`src/cfas_ram.sv`:
```
// cfas_ram: generic single write, single read memory with registered read
// no dependencies
module cfas_ram #(
  parameter int unsigned WIDTH = 8,
  parameter int unsigned DEPTH = 64
) (
  input  logic                     clk_i,
  input  logic                     we_i,
  input  logic [$clog2(DEPTH)-1:0] waddr_i,
  input  logic [WIDTH-1:0]         wdata_i,
  input  logic                     re_i,
  input  logic [$clog2(DEPTH)-1:0] raddr_i,
  output logic [WIDTH-1:0]         rdata_o
);

  logic [WIDTH-1:0] mem_q [DEPTH];
  logic [WIDTH-1:0] rdata_q;

  always_ff @(posedge clk_i) begin
    if (we_i) begin
      mem_q[waddr_i] <= wdata_i;
    end
    if (re_i) begin
      rdata_q <= mem_q[raddr_i];
    end
  end

  assign rdata_o = rdata_q;

endmodule

```
`config.mk`:
```
export PLATFORM = sky130hd
export DESIGN_NAME = cfas_ram
export DESIGN_NICKNAME = d
export VERILOG_FILES = /design/src/cfas_ram.sv
export SDC_FILE = /design/constraint.sdc
export NUM_CORES = 1
export LEC_CHECK = 0
export BUFFER_PORTS_ARGS = -buffer_cell sky130_fd_sc_hd__buf_4
export CAP_MARGIN = 20
export CORE_UTILIZATION = 25
export DETAILED_ROUTE_END_ITERATION = 16
export GPL_TIMING_DRIVEN = 0
export PLACE_DENSITY = 0.48
export SYNTH_ARGS = -nofsm -noshare
export SYNTH_HDL_FRONTEND = slang
export SYNTH_SLANG_ARGS = --single-unit
```
`constraint.sdc`:
```
create_clock -name clk_i -period 4.25 [get_ports clk_i]
set_clock_uncertainty 0.2 [all_clocks]
set_input_delay 0.85 -clock clk_i [delete_from_list [all_inputs] [get_ports clk_i]]
set_output_delay 0.85 -clock clk_i [all_outputs]
set_load 0.01 [all_outputs]
```
==> impl_metrics.ini, run 1 <==
[min_path]
hp-class = in2reg

[placement]
portBuffers = 22
routabilityCongestion = 0.811
hpwlAfterDp_mm = 33.8
placedCellCount = 2012
dpl_cell_area_um2 = 21700

[worst_setup_path]
crit_path_max_fanout = 10
timing.rr.end = rdata_o[5]
critical_path_class = in2reg
cp_data_required_time_ns = 4.34
cp.buffers_inverters = 3
path_cells = buf_4 > buf_2 > buf_1 > nand2_1 > a211oi_1 > nor4_1 > nor3_1 > o32ai_1
path_delay_family = buffers and inverters
critical_path.endpoint = rdata_o[4]
slowest_stage = sky130_fd_sc_hd__buf_1
timing.critical_path.to_type = register
worst_r2r_startpoint = mem_q[3][5]
timing.critical_path.slowest_cell_delay_ns = 0.80
critical_path_cell_count = 8
cp-startpoint = raddr_i[1]
startpoint_type = input port
r2r_slack_ns = 1.41
cp_data_arrival_time_ns = 3.69
worst-r2r-cell-count = 5

[sta]
drv_slew = 0
maxClockFrequency_mhz = 278
unrepaired_setup_endpoints_after_global_routing = false
fin_crit_sh_pct = 84.8
hold_viol = 0
timing.final.setup_violations = 0
period_needed_ns = 3.60
hold-worst-slack_ns = 0.379
timing_worst_slew_pin_value_ns = 1.11
worst_slew_margin_rel_pct = 24.3

[route]
route.met3.wl_mm = 3.85
drt-pass1-iter-count = 5
wire_per_inst_um = 25.3
routed.top_layer = met5
routed-via-count = 9905
drcViolationCount = 0
detailroute.wirelength.met2_mm = 24.4
wl_met1_mm = 23.9
antenna_left = 0
initialDrtViolationCount = 1108
post_drt_via_cell_ratio = 4.69
wirelength_mm = 53.4

[power_and_ir_drop]
power_frac_seq_pct = 52.9
clkPwrFrac_pct = 41.6
p_per_cell_area_nw_per_um2 = 461
power.leakage_nw = 7.07
combPwrFrac_pct = 5.5
peak_vdd_ir_mv = 0.337
power_switching_share_pct = 21.7
p_switching_mw = 2.34
internal_power_mw = 8.43

[floorplanning]
starting_density_of_the_core_pct = 25.5
boundaryPins = 31
standard_cell_rows = 103
die_area_um2 = 82100
die_y_um = 287
die_width_um = 287
core_region_area_um2 = 79500

[cts]
h-tree-depth = 2
cts-hold-fix-buffers = 0
cts_buffer_depth = 3
post-cts-setup-buffer-count = 0
clk_pin_slew_worst_paths_ns = 0.06
root_buffer = sky130_fd_sc_hd__clkbuf_16
tritoncts.num_buffers = 54
cts_tree = built
clock_latency_ns = 0.61
post_cts_resized = 0
cts_sinks = 520

[cells_and_area]
nNetsFinal = 1042
final_cell_area_um2 = 23400
post_layout_nonfiller_instances = 2112
flow.area_growth_from_synthesis_pct = 15.6
layout-drive-gt1-share_pct = 25.5

[synthesis]
mappedNetlistNets = 963
synth-adder-area-share_pct = 0
yosys.area_share.xor_xnor_pct = 0
share_of_cell_area_taken_by_muxes_after_synthesis_pct = 15.9
top_area_cell_type_share_of_the_netlist_area_pct = 77.1
synth.ff_latch_count = 520
synthDistinctLibCells = 39
syn_avg_cell_area_um2 = 21.5
postSynth.topFlopCell = sky130_fd_sc_hd__edfxtp_1
synth_compound_gate_area_share_pct = 2.06
postSynthCellCount = 940
synthMostInstantiatedCell = sky130_fd_sc_hd__edfxtp_1
synth-edff-count = 520
post_synth_most_frequent_cells = 520 x sky130_fd_sc_hd__edfxtp_1, 126 x sky130_fd_sc_hd__mux4_2, 83 x sky130_fd_sc_hd__nor2_1, 23 x sky130_fd_sc_hd__mux2i_1, 19 x sky130_fd_sc_hd__nand2_1
synth.cell_area_um2 = 20200
async_reset_ff_share_pct = 0
synthTopCellsByArea = sky130_fd_sc_hd__edfxtp_1 77%, sky130_fd_sc_hd__mux4_2 14%, sky130_fd_sc_hd__nor2_1 1.5%, sky130_fd_sc_hd__mux2i_1 1.1%, sky130_fd_sc_hd__mux2_2 0.72%
synth-warning-count = 0
dominant_combinational_cell_family_by_area_after_synthesis = multiplexers
yosys.area_share.simple_pct = 3.37
synth_seq_area_share_pct = 77.1
synth_largest_area_cell = sky130_fd_sc_hd__edfxtp_1

[job]
max_cap_viol_count = 0

[grt]
pin_count_of_the_biggest_net_entering_global_routing = 65
grt_overflow_total = 0
grt_pass1_wl_mm = 76.2
first_global_vias = 10200
number_of_antenna_violations_at_the_first_check_in_global_routing = 4
globalRouteTotalUtil_pct = 13.1

[outcome]
run_status = complete, no violations
[final cells by class]
| class | count | area (µm²) |
|---|---|---|
| buffer | 51 | 317 |
| fill | 7716 | 56100 |
| timing repair buffer | 23 | 170 |
| clock buffer | 66 | 1460 |
| tap | 1050 | 1310 |
| multi-input combinational | 369 | 4330 |
| clock inverter | 31 | 190 |
| antenna | 2 | 5.00 |
| sequential | 520 | 15600 |
[layer usage]
| metal | track usage [%] | vias up |
|---|---|---|
| met5 | 0 | - |
| li1 | - | 4120 |
| met1 | 18.7 | 5348 |
| met4 | 3.86 | 4 |
| met3 | 2.72 | 87 |
| met2 | 20.2 | 346 |
[layout by cell type (no fill, tap or decap), drive strengths merged, types with 3 or more instances in the layout]
master | Yosys | layout
edfxtp | 520 | 520
mux4 | 126 | 126
nor2 | 83 | 83
clkbuf | 17 | 83
buf | 34 | 57
clkinv | 0 | 28
mux2i | 23 | 23
nand2 | 19 | 19
nor2b | 14 | 14
mux2 | 13 | 13
nand3 | 13 | 13
o221ai | 8 | 8
o22ai | 8 | 8
nand2b | 7 | 7
nor3 | 7 | 7
a221oi | 6 | 6
a211oi | 4 | 4
o21ai | 4 | 4
nand3b | 3 | 3
a21oi | 3 | 3
a22oi | 3 | 3
o2111ai | 3 | 3
o2bb2ai | 3 | 3
[logic make-up (layout without fill, tap and decap cells)]
group,after synthesis,after routing
other cells,0,2
simple gates,153,153
mux,162,162
flops,520,520
buf+inv,51,171
compound gates,54,54
[power by group through the flow]
stage / logic, mW / clock network, mW / registers, mW
final: 0.591 / 4.48 / 5.70
after floorplan: 0.303 / 0 / 5.81
after detailed placement: 0.592 / 0 / 5.81
after CTS: 0.593 / 4.58 / 5.70
after global placement: 0.587 / 0 / 5.81
after global routing: 0.623 / 4.76 / 5.70
[flip-flops by register name, summed over array words and instances, names as in the netlist]
name,flops
mem_q,512
rdata_o,8
[per-stage QoR]
step | power [mW] | TNS (ns) | setup slack [ns] | utilization [%]
CTS | 10.9 | 0 | 0.548 | 29.4
finish | 10.8 | 0 | 0.647 | 29.4
floorplan | 6.11 | 0 | 1.39 | -
global route | 11.1 | 0 | 0.548 | 29.4
global placement | 6.39 | -0.0292 | -0.0292 | 27.3
detailed placement | 6.40 | -0.0787 | -0.0787 | 27.3
[how the worst min path moves through the flow]
stage,from,end,slack [ns],cells past startpoint
finish,re_i,rdata_o[5],0.38,1
CTS,re_i,rdata_o[5],0.35,1
floorplan,mem_q[34][0],rdata_o[0],0.60,4
detailed placement,mem_q[46][3],rdata_o[3],0.78,5
global placement,mem_q[46][3],rdata_o[3],0.79,5
global route,re_i,rdata_o[5],0.37,1
No activity file was read; power rests on OpenSTA's default activity.
==> inputs of run 2 (changes only) <==
--- a/config.mk
+++ b/config.mk
@@ -5,6 +5,7 @@
 export SDC_FILE = /design/constraint.sdc
 export NUM_CORES = 1
 export LEC_CHECK = 0
+export ABC_AREA = 1
 export BUFFER_PORTS_ARGS = -buffer_cell sky130_fd_sc_hd__buf_4
 export CAP_MARGIN = 20
 export CORE_UTILIZATION = 25
==> constraint.sdc (replaced) <==
create_clock -name clk_i -period 3.6 [get_ports clk_i]
set_clock_uncertainty 0.2 [all_clocks]
set_input_delay 0.72 -clock clk_i [delete_from_list [all_inputs] [get_ports clk_i]]
set_output_delay 0.72 -clock clk_i [all_outputs]
set_load 0.01 [all_outputs]
==> impl_metrics.ini, run 2 <==
[grt]
grt_overflow_total = 0
grt_pass1_wl_mm = 99.2
globalRouteTotalUtil_pct = 16.1
pin_count_of_the_biggest_net_entering_global_routing = 65
number_of_antenna_violations_at_the_first_check_in_global_routing = 9
first_global_vias = 13700

[worst_setup_path]
critical_path.endpoint = mem_q[19][6]
worst_r2r_startpoint = mem_q[38][0]
crit_path_max_fanout = 9
cp_data_arrival_time_ns = 3.18
worst-r2r-cell-count = 8
cp-startpoint = waddr_i[2]
critical_path_class = in2reg
cp_data_required_time_ns = 3.60
timing.rr.end = rdata_o[0]
r2r_slack_ns = 1.66
timing.critical_path.to_type = register
startpoint_type = input port

[power_and_ir_drop]
peak_vdd_ir_mv = 0.364
power.leakage_nw = 8.72
p_per_cell_area_nw_per_um2 = 530

[cts]
root_buffer = sky130_fd_sc_hd__clkbuf_16
cts_tree = built
cts_buffer_depth = 3
post_cts_resized = 0
clk_pin_slew_worst_paths_ns = 0.07
h-tree-depth = 2
clock_latency_ns = 0.62
cts-hold-fix-buffers = 0
cts_sinks = 520
post-cts-setup-buffer-count = 0
tritoncts.num_buffers = 55

[synthesis]
synthMostInstantiatedCell = sky130_fd_sc_hd__nand2_1
syn_avg_cell_area_um2 = 11.9
synthDistinctLibCells = 15
synth_largest_area_cell = sky130_fd_sc_hd__edfxtp_1
synthTopCellsByArea = sky130_fd_sc_hd__edfxtp_1 73%, sky130_fd_sc_hd__nand2_1 11%, sky130_fd_sc_hd__nand3_1 10%, sky130_fd_sc_hd__buf_6 1.8%, sky130_fd_sc_hd__nor2_1 0.98%
post_synth_most_frequent_cells = 648 x sky130_fd_sc_hd__nand2_1, 520 x sky130_fd_sc_hd__edfxtp_1, 439 x sky130_fd_sc_hd__nand3_1, 56 x sky130_fd_sc_hd__nor2_1, 37 x sky130_fd_sc_hd__buf_2
synth.ff_latch_count = 520
async_reset_ff_share_pct = 0
postSynth.topFlopCell = sky130_fd_sc_hd__edfxtp_1
synth_seq_area_share_pct = 72.9
synth.cell_area_um2 = 21400
synth-edff-count = 520
mappedNetlistNets = 1828
top_area_cell_type_share_of_the_netlist_area_pct = 72.9
synth-warning-count = 0
postSynthCellCount = 1805

[route]
wirelength_mm = 69.7
drcViolationCount = 0
initialDrtViolationCount = 1506
post_drt_via_cell_ratio = 4.67
routed-via-count = 14300
wire_per_inst_um = 22.7
antenna_left = 0
drt-pass1-iter-count = 5

[floorplanning]
die_y_um = 295
starting_density_of_the_core_pct = 25.4
core_region_area_um2 = 84200
die_width_um = 295
standard_cell_rows = 106
boundaryPins = 31
die_area_um2 = 86900

[cells_and_area]
mostFrequentLayoutCell = sky130_fd_sc_hd__nand2_1
flow.area_growth_from_synthesis_pct = 15.9
final_cell_mix = 648 x sky130_fd_sc_hd__nand2_1, 520 x sky130_fd_sc_hd__edfxtp_1, 439 x sky130_fd_sc_hd__nand3_1
nFillCells = 8548
ff_latch_area_um2 = 15600
multi_input_area_um2 = 5000
layout-drive-gt1-share_pct = 10.5
largest_reg_flops = 512
registers.top_by_ff_count = mem_q
final_core_util_pct = 29.5
final_cell_area_um2 = 24800
nNetsFinal = 1915

[sta]
maxClockFrequency_mhz = 315
fin_crit_sh_pct = 88.2
timing.final.setup_violations = 0
setup-tns-final_ns = 0
timing_worst_slew_pin_value_ns = 1.19
unrepaired_setup_endpoints_after_global_routing = false
hold_viol = 0
finalWorstSetupSlack_ns = 0.425
period_needed_ns = 3.18
drv_slew = 0
worst_slew_margin_rel_pct = 20.6

[min_path]
hp-class = in2reg
min_path_cells = 1

[placement]
routabilityCongestion = 0.923
dpl_cell_area_um2 = 23100
detailedPlace.worstSlack_ns = -0.0424
portBuffers = 22
hpwlAfterDp_mm = 47.3

[outcome]
run_status = complete, no violations

[job]
max_cap_viol_count = 0
## run 2: stage by stage
stage                     std cells  hold WS, ns  total power, mW
after detailed placement       2969        0.727             7.80
after CTS                      3068        0.199             13.3
final                          3069        0.242             13.2
after global placement         2961        0.723             7.79
after floorplan                1805        0.597             7.33
after global routing           3068        0.215             13.6
## run 2: critical path, stage by stage
cell	delay, ns
sky130_fd_sc_hd__clkbuf_1	0.23
sky130_fd_sc_hd__inv_1	0.31
sky130_fd_sc_hd__nand4_1	0.72
sky130_fd_sc_hd__nor2_1	1.19
## run 2: area by class of cell
type	instances	area share [%]
Timing Repair Buffer	30	0.907
Multi-Input combinational cell	1160	20.1
Antenna cell	1	0.0101
Clock inverter	33	1.12
Clock buffer	66	5.79
Inverter	12	0.202
Sequential cell	520	62.9
Buffer	113	3.25
Tap cell	1134	5.71
## run 2: logic make-up after synthesis
kind of cell	after synthesis	synth area share [%]
and+or+nand+nor	1160	23.1
DFF	520	72.9
buffers and inverters	125	4.01
## run 2: per-layer routing
layer | routed length, µm | track usage [%] | vias up | part of all wire (%)
li1 | - | - | 6544 | -
met1 | 30900 | 22.3 | 7119 | 44
met2 | 31000 | 24.7 | 554 | 44
met3 | 6170 | 4.35 | 105 | 8.9
met4 | 1650 | 4.46 | 10 | 2.4
met5 | 52 | 0 | - | 0.075
## run 2: report_power, final
| group | leakage [nW] | internal [mW] | total, mW | switching, mW |
|---|---|---|---|---|
| Sequential | 4.69 | 6.72 | 6.73 | 0.0142 |
| Combinational | 3.20 | 0.233 | 0.947 | 0.714 |
| Clock | 0.835 | 3.12 | 5.49 | 2.36 |
| Total | 8.72 | 10.1 | 13.2 | 3.09 |
## run 2: worst min-delay path by stage
stage,endpoint,from
floorplan,rdata_o[0],mem_q[52][0]
global placement,rdata_o[5],mem_q[0][5]
detailed placement,rdata_o[5],mem_q[0][5]
CTS,rdata_o[5],re_i
global route,rdata_o[5],re_i
finish,rdata_o[5],re_i
==> inputs of run 3 (changes only) <==
--- a/config.mk
+++ b/config.mk
@@ -12,6 +12,8 @@
 export DETAILED_ROUTE_END_ITERATION = 16
 export GPL_TIMING_DRIVEN = 0
 export PLACE_DENSITY = 0.48
+export RECOVER_POWER = 100
+export SKIP_LAST_GASP = 1
 export SYNTH_ARGS = -nofsm -noshare
 export SYNTH_HDL_FRONTEND = slang
 export SYNTH_SLANG_ARGS = --single-unit
==> constraint.sdc (replaced) <==
create_clock -name clk_i -period 3.6 [get_ports clk_i]
set_clock_uncertainty 0.2 [all_clocks]
set_input_delay 0.36 -clock clk_i [delete_from_list [all_inputs] [get_ports clk_i]]
set_output_delay 0.36 -clock clk_i [all_outputs]
set_load 0.01 [all_outputs]
==> impl_metrics.ini, run 3 (synthesized netlist as in run 2, its figures left out) <==
[cts]
root_buffer = sky130_fd_sc_hd__clkbuf_16
post-cts-setup-buffer-count = 0
h-tree-depth = 2
clock_latency_ns = 0.62
cts_tree = built
cts_sinks = 520
tritoncts.num_buffers = 55
cts_buffer_depth = 3
clk_pin_slew_worst_paths_ns = 0.07

[cells_and_area]
largest_reg_flops = 512
registers.top_by_ff_count = mem_q
nNetsFinal = 1916
multi_input_area_um2 = 4950
final_cell_mix = 648 x sky130_fd_sc_hd__nand2_1, 520 x sky130_fd_sc_hd__edfxtp_1, 439 x sky130_fd_sc_hd__nand3_1
nFillCells = 8574
post_layout_nonfiller_instances = 3070
mostFrequentLayoutCell = sky130_fd_sc_hd__nand2_1
ff_latch_area_um2 = 15600
layout-drive-gt1-share_pct = 9.15
final_core_util_pct = 29.3
flow.area_growth_from_synthesis_pct = 15.4

[worst_setup_path]
cp.buffers_inverters = 1
critical_path_class = in2reg
slowest_stage = sky130_fd_sc_hd__clkbuf_1
startpoint_type = input port
timing.critical_path.slowest_cell_delay_ns = 2.25
path_cells = clkbuf_1
cp_data_required_time_ns = 3.33
cp-startpoint = wdata_i[7]
crit_path_max_fanout = 64
worst_r2r_startpoint = mem_q[38][0]
cp_data_arrival_time_ns = 2.74
timing.critical_path.to_type = register
path_delay_family = buffers and inverters

[power_and_ir_drop]
clkPwrFrac_pct = 41.8
power_switching_share_pct = 23.5
internal_power_mw = 10.1
power_frac_seq_pct = 51.1
power_mw = 13.2
power.leakage_nw = 8.64
combPwrFrac_pct = 7.1
peak_vdd_ir_mv = 0.365
p_switching_mw = 3.10
p_per_cell_area_nw_per_um2 = 533

[sta]
drv_slew = 520
timing_worst_slew_pin_value_ns = 3.33
period_needed_ns = 3.01
setup-tns-final_ns = 0
maxClockFrequency_mhz = 332
fin_crit_sh_pct = 83.6
worst_slew_margin_rel_pct = -122
hold_viol = 0
unrepaired_setup_endpoints_after_global_routing = false
finalWorstSetupSlack_ns = 0.591
timing.final.setup_violations = 0

[route]
routed-via-count = 14300
wirelength_mm = 69.8
drcViolationCount = 0
drt-pass1-iter-count = 5
wire_per_inst_um = 22.7
initialDrtViolationCount = 1517
antenna_left = 0
post_drt_via_cell_ratio = 4.65

[grt]
grt_overflow_total = 0
globalRouteTotalUtil_pct = 16.1
pin_count_of_the_biggest_net_entering_global_routing = 65
first_global_vias = 13700
grt_pass1_wl_mm = 99.2
number_of_antenna_violations_at_the_first_check_in_global_routing = 9

[outcome]
failing_checks = capacitance limit, slew limit
run_status = finished, violations left

[placement]
detailedPlace.worstSlack_ns = 0.318
placedCellCount = 2969
hpwlAfterDp_mm = 47.3
portBuffers = 22
routabilityCongestion = 0.923

[floorplanning]
boundaryPins = 31
core_region_area_um2 = 84200
die_width_um = 295
starting_density_of_the_core_pct = 25.4
standard_cell_rows = 106
die_y_um = 295
die_area_um2 = 86900

[min_path]
hp-class = in2reg
min-delay-start = raddr_i[5]

[job]
max_cap_viol_count = 8
[run 3: changes by cell type in the layout (fill, tap and decap cells not counted), sizes merged]
cell | previous run | this run
dlygate4sd3 | 0 | 1
clkbuf | 81 | 109
buf | 128 | 100
[run 3: worst paths after layout]
check / to / slack (ns) / depth (start not counted)
setup / recovery: mem_q[12][7] / 0.59 / 1
setup reg to reg: rdata_o[0] / 1.64 / 8
hold reg to reg: rdata_o[5] / 0.72 / 8
hold / removal: rdata_o[5] / 0.18 / 3
[run 3: worst min-delay path, cell delays in order]
cell	delay, ns
sky130_fd_sc_hd__clkbuf_1	0.21
sky130_fd_sc_hd__nand3_1	0.20
sky130_fd_sc_hd__nand2_1	0.07
[run 3: final cells by class]
type,count,share of cell area (%)
plain buffers,113,3.27
multi-input cells,1160,20.0
clock inverters,33,1.13
flip-flops and latches,520,63.2
repair buffers,31,0.592
diodes,1,0.0101
inverters,12,0.203
well taps,1134,5.74
clock buffers,66,5.82
[run 3: power by group through the flow]
| stage | registers [mW] | logic [mW] | clock network (mW) |
|---|---|---|---|
| finish | 6.74 | 0.935 | 5.50 |
| CTS | 6.73 | 0.946 | 5.59 |
| global placement | 6.86 | 0.930 | 0 |
| global route | 6.74 | 1.01 | 5.81 |
| floorplan | 6.86 | 0.471 | 0 |
| detailed placement | 6.86 | 0.943 | 0 |
[run 3: metal layers]
layer  vias up  global-route usage [%]  share of wire, %  wire length (µm)
li1       6544                       -                 -                 -
met1      7111                    22.3                45             31200
met2       499                    24.7                44             30900
met3       108                    4.35               8.5              5920
met4        10                    4.46               2.5              1720
met5         -                       0             0.077                54
[run 3: timing repair]
action,4_1_cts,5_1_grt
hold buffers,1,0
endpoints found under the hold margin,8,0
resized for setup,0,0
[run 3: stage by stage]
| step | hold slack [ns] | cell area, µm² |
|---|---|---|
| 2_1_floorplan | 0.259 | 21400 |
| 3_3_place_gp | 0.495 | 23000 |
| 3_5_place_dp | 0.504 | 23100 |
| 4_1_cts | 0.0943 | 24800 |
| 5_1_grt | 0.128 | 24700 |
| 6_report | 0.179 | 24700 |
